$ cat src/rtl/core/uvs_pkg.sv
// uvs_pkg: shared constants and types of the UV sphere vertex generator.
// Used by uvs_cordic and uv_sphere_vertex_generator; no dependencies.
package uvs_pkg;

  localparam int unsigned MAX_LAT_BANDS  = 256;
  localparam int unsigned MAX_LONG_BANDS = 256;
  localparam int unsigned VTX_PER_CELL   = 6;

  // phase division: 32 quotient bits, two per stage
  localparam int unsigned DIV_STAGES = 16;

  localparam int unsigned CORDIC_STEPS = 16;
  localparam int unsigned CORDIC_LAT   = CORDIC_STEPS + 1;
  localparam int unsigned CW = 34;   // x/y, Q2.30 with headroom
  localparam int unsigned ZW = 33;   // residual angle

  localparam logic signed [CW-1:0] CORDIC_GAIN = 34'sd652032874;

  // arctangent of 2^-k in units of 2^-32 turn
  localparam logic [31:0] ATAN_TURNS [CORDIC_STEPS] = '{
    32'd536870912, 32'd316933406, 32'd167458907, 32'd85004757,
    32'd42667331,  32'd21354465,  32'd10679839,  32'd5340245,
    32'd2670163,   32'd1335087,   32'd667544,    32'd333772,
    32'd166886,    32'd83443,     32'd41722,     32'd20861
  };

  // bit v: edge b used for vertex v
  localparam logic [VTX_PER_CELL-1:0] CORNER_LAT  = 6'b101100;
  localparam logic [VTX_PER_CELL-1:0] CORNER_LONG = 6'b110010;

  typedef enum logic [2:0] {
    REG_CENTER_X   = 3'd0,
    REG_CENTER_Y   = 3'd1,
    REG_CENTER_Z   = 3'd2,
    REG_RADIUS     = 3'd3,
    REG_LONG_BANDS = 3'd4,
    REG_LAT_BANDS  = 3'd5
  } cfg_reg_e;

  typedef enum logic [1:0] {
    QUAD_0 = 2'd0,
    QUAD_1 = 2'd1,
    QUAD_2 = 2'd2,
    QUAD_3 = 2'd3
  } quad_e;

endpackage

$ cat src/rtl/core/uvs_cordic.sv
// uvs_cordic: pipelined rotation CORDIC, sine and cosine of a 32-bit turn phase.
// One iteration per stage, quadrant folded at the output. Depends on uvs_pkg.
module uvs_cordic (
  input  logic                            clk_i,
  input  logic                            en_i,
  input  logic [31:0]                     phase_i,
  output logic signed [uvs_pkg::CW-1:0]   sin_o,
  output logic signed [uvs_pkg::CW-1:0]   cos_o
);

  logic signed [uvs_pkg::CW-1:0] x_q    [uvs_pkg::CORDIC_STEPS+1];
  logic signed [uvs_pkg::CW-1:0] y_q    [uvs_pkg::CORDIC_STEPS+1];
  logic signed [uvs_pkg::ZW-1:0] z_q    [uvs_pkg::CORDIC_STEPS+1];
  logic [1:0]                    quad_q [uvs_pkg::CORDIC_STEPS+1];

  always_ff @(posedge clk_i) begin
    if (en_i) begin
      x_q[0]    <= uvs_pkg::CORDIC_GAIN;
      y_q[0]    <= '0;
      z_q[0]    <= $signed({3'b000, phase_i[29:0]});
      quad_q[0] <= phase_i[31:30];
    end
  end

  for (genvar k = 0; k < uvs_pkg::CORDIC_STEPS; k++) begin : g_step
    logic signed [uvs_pkg::CW-1:0] dx;
    logic signed [uvs_pkg::CW-1:0] dy;
    logic signed [uvs_pkg::ZW-1:0] at;

    assign dx = y_q[k] >>> k;
    assign dy = x_q[k] >>> k;
    assign at = $signed({1'b0, uvs_pkg::ATAN_TURNS[k]});

    always_ff @(posedge clk_i) begin
      if (en_i) begin
        if (!z_q[k][uvs_pkg::ZW-1]) begin
          x_q[k+1] <= x_q[k] - dx;
          y_q[k+1] <= y_q[k] + dy;
          z_q[k+1] <= z_q[k] - at;
        end else begin
          x_q[k+1] <= x_q[k] + dx;
          y_q[k+1] <= y_q[k] - dy;
          z_q[k+1] <= z_q[k] + at;
        end
        quad_q[k+1] <= quad_q[k];
      end
    end
  end

  logic signed [uvs_pkg::CW-1:0] xf;
  logic signed [uvs_pkg::CW-1:0] yf;
  assign xf = x_q[uvs_pkg::CORDIC_STEPS];
  assign yf = y_q[uvs_pkg::CORDIC_STEPS];

  always_comb begin
    case (uvs_pkg::quad_e'(quad_q[uvs_pkg::CORDIC_STEPS]))
      uvs_pkg::QUAD_0: begin
        cos_o = xf;
        sin_o = yf;
      end
      uvs_pkg::QUAD_1: begin
        cos_o = -yf;
        sin_o = xf;
      end
      uvs_pkg::QUAD_2: begin
        cos_o = -xf;
        sin_o = -yf;
      end
      default: begin
        cos_o = yf;
        sin_o = -xf;
      end
    endcase
  end

endmodule

$ cat config.mk
export PLATFORM = sky130hd
export DESIGN_NAME = uvs_cordic
export DESIGN_NICKNAME = d
export VERILOG_FILES = /design/src/rtl/core/uvs_pkg.sv /design/src/rtl/core/uvs_cordic.sv
export SDC_FILE = /design/constraint.sdc
export NUM_CORES = 2
export LEC_CHECK = 0
export BUFFER_PORTS_ARGS = -buffer_cell sky130_fd_sc_hd__buf_2
export CORE_UTILIZATION = 50
export DETAILED_ROUTE_END_ITERATION = 8
export PLACE_DENSITY = 0.63
export RECOVER_POWER = 25
export SLEW_MARGIN = 5
export SYNTH_ARGS = -nofsm -noshare
export SYNTH_HDL_FRONTEND = slang
export SYNTH_SLANG_ARGS = --single-unit
$ cat constraint.sdc
create_clock -name clk_i -period 6.55 [get_ports clk_i]
set_input_delay 1.31 -clock clk_i [delete_from_list [all_inputs] [get_ports clk_i]]
set_output_delay 1.31 -clock clk_i [all_outputs]
set_load 0.02 [all_outputs]
==> summary by stage <==
Run
Across the run, the number of max-cap violations was 14.

Critical path
Data on the critical path is required at its endpoint by 5240 ps. At the worst endpoint, the arrival time is 4900 ps. In this run the critical register-to-register path is captured at x_q[13][32].

In this run the worst path has a maximum fanout of 5. The kind of critical path is reg2out. The launching element type of the critical path is a flip-flop. The startpoint of the most critical register-to-register path is y_q[12][13]. The worst setup path is captured at an output pin.

The path depth of the worst reg2reg path is 20. Setup slack on the worst reg-to-reg path comes out at 640 ps.

Synthesis
Ranked by instance count, the synthesized netlist is headed by 1475 x edfxtp_1, 1342 x ha_1, 1336 x a21oi_1. The most used flip-flop cell after synthesis is edfxtp_1. After synthesis, the share of flip-flops with an asynchronous set or reset is 0%.

The post-synthesis cell type count is 84. The share of synthesized area in the top cell type comes to a little over a third. The number of cells produced by synthesis is 12940. Sorting the synthesized cells by area gives the leading types as edfxtp_1 36%, ha_1 14%, xnor2_1 8.6%, a21oi_1 5.4%, xor2_1 4.6%. The synthesized design spends more area on one cell type than any other, namely edfxtp_1.

The net count after synthesis is 14350. Synthesis inferred 1475 register bits. The number of enable flip-flop cells after synthesis is 1475. Yosys printed 0 warnings. The synthesized area per cell is approximately 9.6 µm². Yosys instantiated no cell more often than edfxtp_1. Sequential elements use 35.80% of the synthesized area. The area of the mapped netlist is about 120000 µm².

CTS
The clock passes through at most 3 buffers. Clock-pin slew was measured on the worst setup and hold paths at around 60 ps. In this run the number of H-tree levels came out at 4. After clock tree synthesis, the repair step resized 0 gates. Buffers inserted to repair hold after CTS numbered 0. The clock latency on the worst-skew pair is 870 ps. The TritonCTS clock tree is built.

The number of sinks driven by the clock tree is 1475. The post-CTS setup buffer count is 0. Buffers inserted during clock tree synthesis total 172.

The cell sitting at the root of the clock tree is a clkbuf_16.

Timing
Subtracting the final worst setup slack from the clock period gives 6207 ps. The fraction of the cycle the final worst path needs is 94.76%. The clock skew is 50.38 ps. Setup violations remaining at the end of the flow were counted as 0. The achievable frequency is 161.1 MHz.

The relative slew slack is -132.1%. At the pin with the least slew margin, the transition time is 3482 ps. Setup repair after global routing left no endpoint under its margin. The number of pins exceeding their max-slew limit in the final report is approximately 650.

The count of final hold-check violations was 0. For the final routed database, the setup TNS stands at 0 ps.

GRT
The number of antenna violations at the first check in global routing is 3. The first global-routing pass estimated 515500 µm of wire. The largest net degree at the start of global routing is 161.

The via count of the first global-routing pass came to 94320. Global routing used 25.48% of the available tracks. The total congestion overflow after global routing is 0.

Status
The run finished, with violations left. The final reports fail on capacitance limit, slew limit.

Die
The die outline area is 249400 µm². The I/O pin count is 102. The floorplan step set the die width to 499.4 µm.

From bottom edge to top edge, the die measures 499.4 µm. The number of standard-cell rows in the floorplan is 182. The standard cell core area is around 250000 µm². The starting utilization of the core area is between 50% and 60%.

Place
Detailed placement finished with a half-perimeter wire length of 257600 µm. At the end of routability-driven placement, the weighted congestion stood at 0.9802. Port buffering added just over 100 buffers.

Routing
The number of DRC markers after the initial detailed-route iteration is 7966. The count of nets left with antenna violations after detail routing is 0. The first TritonRoute pass finished after 6 iterations.

The detailed router placed 98120 vias in this run. The DRC violations left is 0. The routed length per placed instance is between 15 and 20 µm. The final layout contains routed wiring with a total length of 325100 µm. In the routed layout, each cell is associated on average with a via count of 5.974.

Min path
The min-delay analysis places its worst path in the category reg2reg. The capture endpoint of the worst hold path is quad_q[2][0]. The critical hold path startpoint is quad_q[1][0].

The worst hold path depth is 0.

Finish
Relative to the synthesized area, the layout overhead comes to 8.247%. Cells with a size suffix above 1 make up 4.817% of the layout. The final net count is 14470.
logic make-up after synthesis:
family,Yosys count,synth area share (%)
fa+ha+maj,1380,14.19
buf+inv,716,2.176
simple gates,3417,13.44
mux,108,0.9507
xor+xnor,1859,13.16
flops,1475,35.80
compound gates,3985,20.27
per-stage QoR:
step / instances / setup WS [ps] / hold WS (ps) / instance area (µm²) / util, %
3_3_place_gp: 16100 / 326.8 / 400.5 / 128100 / 52.10
5_1_grt: 16420 / 121.4 / 412.6 / 133900 / 54.45
6_report: 16430 / 343.3 / 407.5 / 133900 / 54.45
4_1_cts: 16420 / 280.2 / 405.5 / 134000 / 54.48
3_5_place_dp: 16100 / 334.0 / 404.5 / 128100 / 52.10
2_1_floorplan: 12940 / 413.1 / 400.3 / 123700 / -
critical path, cell delays in order, from the launching register on:
cell and delay, ps:
edfxtp_1 440, or3_1 400, or3_1 350, or3_1 390, or4_4 470, or3_4 360
or3_4 370, or4_4 460, o41ai_2 250, xnor2_1 190, nor2_1 60, a21oi_1 140
buf_2 180
state kept, by name (all words and copies together) (netlist names):
signal,flops
z_q,489
y_q,477
x_q,475
quad_q,34
per-layer routing:
metal | GRT usage, % | vias to the layer above | part of all wire [%]
met5 | 0 | - | 0
met4 | 7.522 | 0 | 3.0
met3 | 2.871 | 503 | 5.1
met2 | 43.33 | 2733 | 47
met1 | 33.93 | 46610 | 45
li1 | - | 48280 | -
cells in the final DEF (no fill, tap or decap), types with 62 or more instances in the layout:
cell	instances
a211oi_1	97
a21o_1	690
a21oi_1	1336
a31oi_1	137
and3_1	114
buf_2	99
buf_4	80
clkbuf_16	172
edfxtp_1	1475
ha_1	1342
inv_1	445
nand2_1	780
nand2b_1	250
nand3_1	192
nand4_1	116
nor2_1	992
nor2b_1	231
nor3_1	307
nor4_1	62
o21a_1	201
o21ai_0	755
o21bai_1	150
o31ai_1	128
or3_1	91
xnor2_1	1210
xor2_1	649
worst max path at each step:
stage               start     endpoint  depth (start not counted)
6_report       x_q[16][4]    cos_o[31]                         12
5_1_grt        x_q[16][4]    cos_o[31]                         12
4_1_cts        x_q[16][4]    cos_o[30]                         12
3_5_place_dp         en_i   y_q[5][33]                         17
3_3_place_gp         en_i   x_q[7][26]                         19
2_1_floorplan        en_i  x_q[16][28]                         19
area by class of cell:
cell class	instances	area, µm²
antenna	3	7.507
clock buffer	202	4417
clock inverter	118	1438
fill	21740	112000
inverter	453	1700
multi-input combinational	10750	76750
sequential	1475	44290
tap	3220	4029
timing repair buffer	205	1275
Power is left out: the tool's default activity adds up to more than one toggle a clock period on the data nets, which glitch-free logic cannot reach.
